===== config.mk =====
export PLATFORM = sky130hd
export DESIGN_NAME = hhr_div
export DESIGN_NICKNAME = d
export VERILOG_FILES = /design/src/sv/hhr_pkg.sv /design/src/sv/hhr_div.sv
export SDC_FILE = /design/constraint.sdc
export NUM_CORES = 1
export LEC_CHECK = 0
export BUFFER_PORTS_ARGS = -buffer_cell sky130_fd_sc_hd__buf_2
export CORE_MARGIN = 4
export CORE_UTILIZATION = 55
export DETAILED_ROUTE_END_ITERATION = 7
export PLACE_DENSITY = 0.94
export SLEW_MARGIN = 20
export SYNTH_ARGS = -nofsm -noshare
export SYNTH_HDL_FRONTEND = slang
export SYNTH_SLANG_ARGS = --single-unit

===== constraint.sdc =====
create_clock -name i_clk -period 9.1 [get_ports i_clk]
set_clock_uncertainty 0.1 [all_clocks]
set_input_delay 1.365 -clock i_clk [delete_from_list [all_inputs] [get_ports i_clk]]
set_output_delay 1.365 -clock i_clk [all_outputs]
set_load 0.02 [all_outputs]

===== src/sv/hhr_pkg.sv =====
// Package: shared constants and types of the HSL/HWB to RGB8 converter.
package hhr_pkg;

    // Field widths of the request and result channels
    localparam int FIELD_W = 13;
    localparam int HUE_W   = 16;
    localparam int BYTE_W  = 8;
    localparam int T_W     = 10;

    // Conversion modes
    localparam logic OP_HSL = 1'b0;
    localparam logic OP_HWB = 1'b1;

    // Hue geometry in tenths of a degree
    localparam int HUE_FULL   = 3600;
    localparam int HUE_SECTOR = 600;
    localparam int HUE_DBL    = 1200;
    localparam int HUE_BIAS   = 36000;   // ten full turns, makes any 16-bit hue positive
    localparam int HUE_X_W    = 17;

    // Reciprocal of 3600: floor(2^26 / 3600), estimate is exact or one low
    localparam int HUE_RECIP       = 18641;
    localparam int HUE_RECIP_SHIFT = 26;
    localparam int HUE_Q_W         = 5;

    // Byte scaling: 2 * 255, and the odd factor left once the power of two is shifted out
    localparam int BYTE_X2     = 510;
    localparam int BYTE_MAX    = 255;
    localparam int DEN_ODD     = 75;
    localparam int Y_W         = 15;
    // ceil(2^24 / 75), exact floor division for any 15-bit value
    localparam int DIV75_RECIP = 223697;
    localparam int DIV75_SHIFT = 24;

    localparam int N_STAGES = 9;

    // Channel output selection carried with the data into the channel units
    typedef struct packed {
        logic                hwb;
        logic                gray;
        logic [BYTE_W-1:0]   gray_byte;
    } t_chan_sel;

    // Tail of the pipeline: gray flag and finished alpha byte
    typedef struct packed {
        logic                gray;
        logic [BYTE_W-1:0]   alpha;
    } t_tail;

endpackage


===== src/sv/hhr_div.sv =====
// Module: one registered stage of the gray-level divider, two quotient bits.
module hhr_div
    import hhr_pkg::*;
#(
    parameter int UNIT_BITS = 12,
    parameter int BIT_HI    = 7
) (
    input  logic                    i_clk,
    input  logic                    i_en,
    input  logic [UNIT_BITS+9:0]    i_rem,
    input  logic [UNIT_BITS+2:0]    i_dvs,
    input  logic [BYTE_W-1:0]       i_quo,
    output logic [UNIT_BITS+9:0]    o_rem,
    output logic [UNIT_BITS+2:0]    o_dvs,
    output logic [BYTE_W-1:0]       o_quo
);

    localparam int RW = UNIT_BITS + 10;

    logic [RW-1:0]      rem;
    logic [BYTE_W-1:0]  quo;

    // Restoring steps: subtract the shifted divisor where it fits
    always_comb begin
        logic [RW-1:0] sh;
        rem = i_rem;
        quo = i_quo;
        for (int j = 0; j < 2; j++) begin
            sh = RW'(i_dvs) << (BIT_HI - j);
            if (rem >= sh) begin
                rem = rem - sh;
                quo[BIT_HI - j] = 1'b1;
            end
        end
    end

    // Advance the partial result
    always_ff @(posedge i_clk) begin
        if (i_en) begin
            o_rem <= rem;
            o_dvs <= i_dvs;
            o_quo <= quo;
        end
    end

endmodule


==> impl_metrics.yaml <==
die:
  die_area_mm2: 0.00722
  rows: 27
  die_width_um: 85.0
  initial_core_util_pct: 57.8
  die_h_um: 85.0
  core-area_mm2: 0.00564
  ios: 92
clock_network:
  clk_pin_slew_ns: 0.08
  cts.path.max_buffers: 2
  ctsResizeCount: 0
  postCtsHoldBufs: 0
  cts_buffers: 5
  cts-root-buf: "clkbuf_8"
  clock_sinks: 45
  htree_num_levels: 2
  cts_tree: "done"
  postCtsSetupBuffers: 0
synthesis:
  synthFlopType: "edfxtp_1"
  seq_area_frac_synth_pct: 41.5
  synth_compound_area_share_pct: 17.8
  syn_area_mm2: 0.00326
  yosysTopAreaCell: "edfxtp_1"
  avgSynthCellArea_um2: 10.9
  syn_nets: 379
  ys_types: 53
  synth_fa_ha_area_share_pct: 12.7
  ys_seq_elements: 45
  synthTopCellsByArea: "edfxtp_1, ha_1, xnor2_1"
  synthTopCellsByCount: "edfxtp_1, ha_1, o21ai_0"
  synth_top_family_by_area: "compound AO/OA/AOI/OAI gates"
  postSynthCellCount: 300
  synth-edff-count: 45
  yosysMostFrequentCell: "edfxtp_1"
  synthArstFlopShare_pct: 0
  synth-xor-area-share_pct: 6.14
  synth_mux_area_share_pct: 7.64
  synth_top_area_share_pct: 41.5
  synth_simple_gate_area_share_pct: 9.98
  yosysWarnings: 0
cells_and_area:
  drive_gt1_share_pct: 30.8
  antenna_cells: 0
  fillers: 393
  utilization_pct: 68.4
  synthToLayoutAreaGrowth_pct: 18.4
  seq_area_mm2: 0.00135
  multi_input_area_mm2: 0.00177
  layout.nets: 471
pwr:
  peakVddDrop_mv: 0.100
  total_power_w: 0.000770
  p_leak_nw: 1.74
  comb_power_share_pct: 44.4
  p_switching_w: 0.000273
  pwr-share-clk_pct: 19.5
  p_sw_share_pct: 35.4
  powerDensity_mw_per_mm2: 199
  intPower_w: 0.000497
  p_seq_share_pct: 36.0
detailed_routing:
  wirelength_um: 7940
  first_pass_iters: 7
  wl_per_cell_um: 17.1
  drcViolationCount: 0
  drt_iter0_drc: 354
  drtAntennaViolNets: 0
  via_per_inst: 6.02
  vias: 2800
global_route:
  grt_max_degree: 46
  grt-ovfl-total: 0
  grt_pass1_vias: 2538
  grt_util_all_layers_pct: 21.4
  grt_pass1_wl_um: 12300
  antenna_found_initial: 0
placed_design:
  post-place-ws_ns: 2.36
  portBuffers: 91
  place.gp.congestion: 0.942
  dp_hpwl_um: 6170
timing:
  tns_ns: 0
  slew_viol_final: 0
  hold-worst-slack_ns: 1.13
  slew_headroom_pct: 35.5
  clock.fmax_ghz: 0.154
  worst_pin_slew_ns: 0.968
  post-route-period-util_pct: 71.5
  period_minus_slack_ns: 6.50
  setup_viol: 0
  hold_violations: 0
  rsz0062_at_grt: "no"
  setup_ws_ns: 2.60
hold_path:
  hold_end: "o_quo[0]"
  whs_path_depth: 1
  hold_class: "in -> reg"
  hp-start: "i_quo[0]"
worst_setup_path:
  critPathLaunchType: "input pin"
  worstSetupEndpointType: "flip-flop"
  worstPathMaxFanout: 29
  crit_arrival_ns: 6.46
  crit_required_ns: 9.05
  critical_path_class: "in -> reg"
status:
  status: "finished, final reports clean"
job:
  max_cap_violations: 0
kinds of logic after synthesis:
| kind of cell | Yosys count |
|---|---|
| DFF | 45 |
| adders and majority gates | 32 |
| and+or+nand+nor | 64 |
| muxes | 20 |
| AOI/OAI and AO/OA | 89 |
| xor gates and xnor gates | 22 |
| buffers and inverters | 28 |
registers in the layout (all words and copies together), names as in the netlist:
| register | cells |
|---|---|
| o_rem | 22 |
| o_dvs | 15 |
| o_quo | 8 |
stage by stage:
stage	cells	area, µm²
after detailed placement	457	3750
after global placement	457	3750
after global routing	465	3860
after floorplan	300	3260
after CTS	465	3860
final	465	3860
cell type report:
class	count	area share, %
Clock inverter	3	1.07
Tap cell	72	2.33
Sequential cell	45	35.0
Multi-Input combinational cell	227	45.9
Inverter	22	2.14
Timing Repair Buffer	91	11.8
Clock buffer	5	1.78
how the worst max path moves through the flow:
stage / startpoint / end / depth (start not counted)
after floorplan: i_dvs[4] / o_rem[13] / 21
after global placement: i_dvs[4] / o_rem[7] / 18
after detailed placement: i_dvs[4] / o_rem[11] / 18
after CTS: i_dvs[4] / o_rem[11] / 18
after global routing: i_dvs[4] / o_rem[11] / 18
final: i_dvs[4] / o_rem[11] / 18
power by group through the flow:
stage | logic [W] | registers, W | clock network, W
after floorplan | 0.000210 | 0.000325 | 0
after global placement | 0.000317 | 0.000281 | 0
after detailed placement | 0.000331 | 0.000283 | 0
after CTS | 0.000338 | 0.000278 | 0.000151
after global routing | 0.000368 | 0.000280 | 0.000163
final | 0.000342 | 0.000277 | 0.000150
metal layers:
metal	vias to the layer above	share of wire, %	GRT usage [%]
li1	1314	-	-
met1	1279	40	28.6
met2	183	48	34.7
met3	24	9.6	4.08
met4	0	2.3	7.19
met5	-	0	0
worst max-delay path: stages:
cell      delay, ns
buf_2          0.09
inv_1          0.07
ha_1           0.35
a21o_1         0.22
a31oi_1        0.26
a31oi_1        0.13
o31ai_1        0.20
a31o_2         0.51
o21ai_0        0.32
fa_1           0.53
a211oi_1       0.34
o21ai_0        0.23
a31oi_1        0.21
a21o_1         0.14
nand3_1        0.07
a21oi_1        0.26
o211a_1        0.71
mux2_2         0.42
placed cells by master, fill, tap and decap left out, types with 6 or more instances in the layout:
cell type / n
buf_2: 91
edfxtp_1: 45
ha_1: 30
o21ai_0: 23
nand2_1: 22
inv_1: 22
a21oi_1: 18
xnor2_1: 15
nor2_1: 13
a21o_1: 11
mux2_2: 11
a31oi_1: 7
mux2_4: 7
xor2_1: 6
Note: power is estimated with default switching activity, not from simulation.
