===== config.mk =====
export PLATFORM = sky130hd
export DESIGN_NAME = hhr_chan
export DESIGN_NICKNAME = d
export VERILOG_FILES = /design/src/sv/hhr_pkg.sv /design/src/sv/hhr_chan.sv
export SDC_FILE = /design/constraint.sdc
export NUM_CORES = 2
export LEC_CHECK = 0
export BUFFER_PORTS_ARGS = -buffer_cell sky130_fd_sc_hd__buf_4
export CAP_MARGIN = 40
export CORE_MARGIN = 3
export CORE_UTILIZATION = 40
export DETAILED_ROUTE_END_ITERATION = 10
export PLACE_DENSITY = 0.61
export SYNTH_ARGS = -nofsm -noshare
export SYNTH_HDL_FRONTEND = slang
export SYNTH_SLANG_ARGS = --single-unit

===== constraint.sdc =====
create_clock -name i_clk -period 21 [get_ports i_clk]
set_clock_uncertainty 0.1 [all_clocks]
set_input_delay 4.2 -clock i_clk [delete_from_list [all_inputs] [get_ports i_clk]]
set_output_delay 4.2 -clock i_clk [all_outputs]
set_load 0.03 [all_outputs]

===== src/sv/hhr_pkg.sv =====
// Package: shared constants and types of the HSL/HWB to RGB8 converter.
package hhr_pkg;

    // Field widths of the request and result channels
    localparam int FIELD_W = 13;
    localparam int HUE_W   = 16;
    localparam int BYTE_W  = 8;
    localparam int T_W     = 10;

    // Conversion modes
    localparam logic OP_HSL = 1'b0;
    localparam logic OP_HWB = 1'b1;

    // Hue geometry in tenths of a degree
    localparam int HUE_FULL   = 3600;
    localparam int HUE_SECTOR = 600;
    localparam int HUE_DBL    = 1200;
    localparam int HUE_BIAS   = 36000;   // ten full turns, makes any 16-bit hue positive
    localparam int HUE_X_W    = 17;

    // Reciprocal of 3600: floor(2^26 / 3600), estimate is exact or one low
    localparam int HUE_RECIP       = 18641;
    localparam int HUE_RECIP_SHIFT = 26;
    localparam int HUE_Q_W         = 5;

    // Byte scaling: 2 * 255, and the odd factor left once the power of two is shifted out
    localparam int BYTE_X2     = 510;
    localparam int BYTE_MAX    = 255;
    localparam int DEN_ODD     = 75;
    localparam int Y_W         = 15;
    // ceil(2^24 / 75), exact floor division for any 15-bit value
    localparam int DIV75_RECIP = 223697;
    localparam int DIV75_SHIFT = 24;

    localparam int N_STAGES = 9;

    // Channel output selection carried with the data into the channel units
    typedef struct packed {
        logic                hwb;
        logic                gray;
        logic [BYTE_W-1:0]   gray_byte;
    } t_chan_sel;

    // Tail of the pipeline: gray flag and finished alpha byte
    typedef struct packed {
        logic                gray;
        logic [BYTE_W-1:0]   alpha;
    } t_tail;

endpackage


===== src/sv/hhr_chan.sv =====
// Module: per-channel back end, numerator, scaling to a byte and rounding.
module hhr_chan
    import hhr_pkg::*;
#(
    parameter int UNIT_BITS = 12
) (
    input  logic                    i_clk,
    input  logic [2:0]              i_en,
    input  t_chan_sel               i_sel,
    input  logic [T_W-1:0]          i_t,
    input  logic [2*UNIT_BITS:0]    i_p,
    input  logic [UNIT_BITS:0]      i_l,
    input  logic [UNIT_BITS:0]      i_m,
    input  logic [UNIT_BITS:0]      i_w,
    output logic [BYTE_W-1:0]       o_byte
);

    localparam int NW = 2 * UNIT_BITS + 13;
    localparam int XW = NW + 9;
    localparam int QW = 34;

    logic [NW-1:0]      r_num;
    logic [Y_W-1:0]     r_y;
    t_chan_sel          r_sel7;
    t_chan_sel          r_sel8;

    logic [NW-1:0]      num;
    logic [XW-1:0]      x_scaled;
    logic [QW-1:0]      q_prod;
    logic [8:0]         q_raw;
    logic [BYTE_W-1:0]  q_byte;

    // Form the numerator over the common denominator 75 * 2^(2U+4)
    always_comb begin
        logic signed [11:0]    d_ramp;
        logic signed [NW-1:0]  p_s;
        logic signed [NW-1:0]  d_s;
        logic signed [NW-1:0]  lt;
        logic [NW-1:0]         hwb_num;
        d_ramp  = $signed({1'b0, i_t, 1'b0}) - 12'sd600;
        p_s     = NW'($signed({1'b0, i_p}));
        d_s     = NW'(d_ramp);
        lt      = $signed((NW'(i_l) * NW'(HUE_DBL)) << UNIT_BITS);
        hwb_num = (NW'(i_t) * NW'(i_m) + NW'(i_w) * NW'(HUE_SECTOR)) << (UNIT_BITS + 1);
        if (i_sel.hwb == OP_HWB) begin
            num = hwb_num;
        end else begin
            num = lt + p_s * d_s;
        end
    end

    // Scale by 510, add the denominator for rounding, drop the power of two
    assign x_scaled = XW'(r_num) * XW'(BYTE_X2) + (XW'(DEN_ODD) << (2 * UNIT_BITS + 4));

    // Divide by 75 with the reciprocal and saturate
    assign q_prod = QW'(r_y) * QW'(DIV75_RECIP);
    assign q_raw  = q_prod[DIV75_SHIFT +: 9];
    assign q_byte = (q_raw > 9'(BYTE_MAX)) ? BYTE_W'(BYTE_MAX) : q_raw[BYTE_W-1:0];

    // Advance the three back-end stages
    always_ff @(posedge i_clk) begin
        if (i_en[0]) begin
            r_num  <= num;
            r_sel7 <= i_sel;
        end
        if (i_en[1]) begin
            r_y    <= x_scaled[2 * UNIT_BITS + 5 +: Y_W];
            r_sel8 <= r_sel7;
        end
        if (i_en[2]) begin
            o_byte <= (r_sel8.hwb == OP_HWB && r_sel8.gray) ? r_sel8.gray_byte : q_byte;
        end
    end

endmodule


==> flow_summary.yaml <==
cells_and_area:
  most_common_library_cell_in_the_layout_ignoring_fill_and_taps: "inv_1"
  layout.cell_area.non_filler_um2: 33100
  multi_input_area_um2: 24900
  insertedDiodeCount: 0
  drive_gt1_frac: 0.0461
  area_delta_synth_final_pct: 6.73
  nFillCells: 7553
  final_cell_mix: "928 x inv_1, 624 x fa_1, 434 x ha_1"
  final-seq-area_um2: 2370
  finish.net_count: 4506
critical_path:
  setup.worst_path.class: "in2reg"
  worstSetupStartpointType: "input port"
  worstPathRequired_ns: 20.99
  crit_path_start: "i_t[2]"
  crit_path_max_fanout: 40
  cp_data_arrival_time_ns: 11.35
  timing.critical_path.to_type: "flip-flop"
  reg2reg_from: "r_y[4]"
drt:
  avgRoutedWirePerCell_um: 14.6
  vias_per_cell: 4.79
  vias: 21100
  drtAntennaViolNets: 0
  totalWireLength_mm: 64.2
  drt_iter0_markers: 730
  drt_drc_violations_left: 0
  firstDrtPassIters: 5
yosys:
  synth_mux_area_frac: 0.00194
  share_of_synthesized_area_occupied_by_flip_flops_and_latches: 0.0764
  async_reset_ff_frac: 0
  synth_warnings: 0
  synth-edff-count: 79
  yosys_most_used_dff: "edfxtp_1"
  syn_area_um2: 31000
  synth-compound-area-share: 0.0733
  mapped_nets: 4476
  synth_xor_area_frac: 0.0302
  synth_top_cells_by_area: "fa_1 40%, ha_1 17%, inv_1 11%, edfxtp_1 7.6%, and2_1 3.5%"
  synth_top_family_by_area: "adder cells"
  synth_simple_gate_area_frac: 0.118
  synth_fa_ha_area_frac: 0.577
  synth.top_cell.area_share: 0.402
  ys_ff_latch: 79
  yosys.cell_types.count: 80
  avgSynthCellArea_um2: 9.32
  synth_top_cell_by_area: "fa_1"
  syn_inst: 3330
sta:
  worst_pin_slew_ns: 0.760
  post-route-period-util: 0.541
  post-route-worst-setup-slack_ns: 9.65
  report.final.slew_viol_count: 0
  setup_viol: 0
  grt_setup_unrepaired: "no"
  hold_violations: 0
  final.hold.worst_slack_ns: 0.319
  fin_tns_setup_ns: 0
  timing.fmax_mhz: 88.1
  worst_slew_margin_rel: 0.490
  layout_min_cycle_time_ns: 11.35
status:
  status: "finished clean"
floorplan:
  floorplan.die.height_um: 285
  ioPinCount: 96
  core_area_um2: 76500
  die_area_um2: 81000
  number_of_standard_cell_rows_in_the_floorplan: 101
  effective_utilization_at_floorplan: 0.406
  floorplan.die.width_um: 285
global_route:
  grt_start_max_net_pins: 65
  grt_pass1_vias: 22700
  grt_usage: 0.167
  antenna_found_initial: 1
  gr-total-overflow: 0
  grt_pass1_wl_mm: 112
flow_run:
  cap_violations: 0
cts:
  cts_hold_buf: 0
  cts_max_path_buffers: 2
  clkSinkCount: 79
  numCtsBuffers: 9
  clk_latency_ns: 0.36
  ctsHtreeMaxLevel: 3
  cts_tree: "built"
  cts_post_setup_buffers_inserted: 0
  clock-root-buffer: "clkbuf_16"
  worst_setup_hold_path_clk_slew_ns: 0.06
  post_cts_resize_count: 0
placed_design:
  post-place-ws_ns: 9.27
  number_of_input_and_output_port_buffers_inserted: 95
  gp_routability_congestion: 0.848
  dpl-instance-area_um2: 32800
  place.detailed.hpwl_mm: 57.4
worst_hold_path:
  worstHoldStart: "r_sel7[4]"
  min_path_type: "reg2reg"
## flip-flops by register name, indices dropped and copies added, names as in the netlist
name	count
r_num	36
r_y	15
o_byte	8
r_sel7	10
r_sel8	10
## cell families (layout without fill, tap and decap cells)
kind of cell    count (synthesis)  after routing
mux                             6              6
compound gates                346            346
xor+xnor                      107            107
buf+inv                      1013           1048
simple gates                  721            721
flops                          79             79
fa+ha+maj                    1058           1058
## cell usage after synthesis, types with 43 or more instances
library cell,n
edfxtp_1,79
xnor2_1,64
nor2_1,90
and2_1,173
inv_1,928
clkbuf_1,81
fa_1,624
xor2_1,43
o21ai_0,63
a21oi_1,98
ha_1,434
nand2_1,264
## routing by layer
| layer | global-route usage | vias up | share of wire |
|---|---|---|---|
| met5 | 0 | - | 0.00014 |
| met2 | 0.296 | 268 | 0.49 |
| met1 | 0.222 | 10500 | 0.46 |
| li1 | - | 10200 | - |
| met4 | 0.0388 | 2 | 0.021 |
| met3 | 0.0141 | 58 | 0.028 |
## area by class of cell
type,count,area share
tap,1030,0.0389
clock buffer,9,0.00680
sequential,79,0.0716
timing repair buffer,104,0.0234
inverter,928,0.105
multi-input combinational,2238,0.751
clock inverter,7,0.00291
## worst paths after layout
check	endpoint	slack, ns	cells past startpoint
hold / removal	r_sel8[4]	0.32	0
setup / recovery	r_num[35]	9.65	23
hold reg to reg	r_sel8[4]	0.32	0
setup reg to reg	o_byte[1]	14.20	20
## metrics by stage
| step | util | cells |
|---|---|---|
| floorplan | - | 3330 |
| finish | 0.433 | 4395 |
| global route | 0.433 | 4395 |
| detailed placement | 0.429 | 4378 |
| CTS | 0.433 | 4394 |
| global placement | 0.429 | 4377 |
## critical path: stages
cell	delay, ns
buf_4	0.25
ha_1	0.31
o21ai_0	0.36
nand2_1	0.15
and2_1	0.28
or2_2	0.51
nor2_1	0.22
fa_1	0.45
fa_1	0.52
fa_1	0.52
fa_1	0.54
inv_1	0.05
fa_1	0.52
inv_1	0.04
ha_1	0.32
and3_1	0.21
o2111ai_1	0.15
a311oi_1	0.44
o21ai_0	0.21
o21ai_0	0.45
a211oi_1	0.17
nor4b_1	0.33
nor3_1	0.10
Power is not shown: default switching activity piles up to over one toggle a cycle in this logic, so the estimate is an artifact.
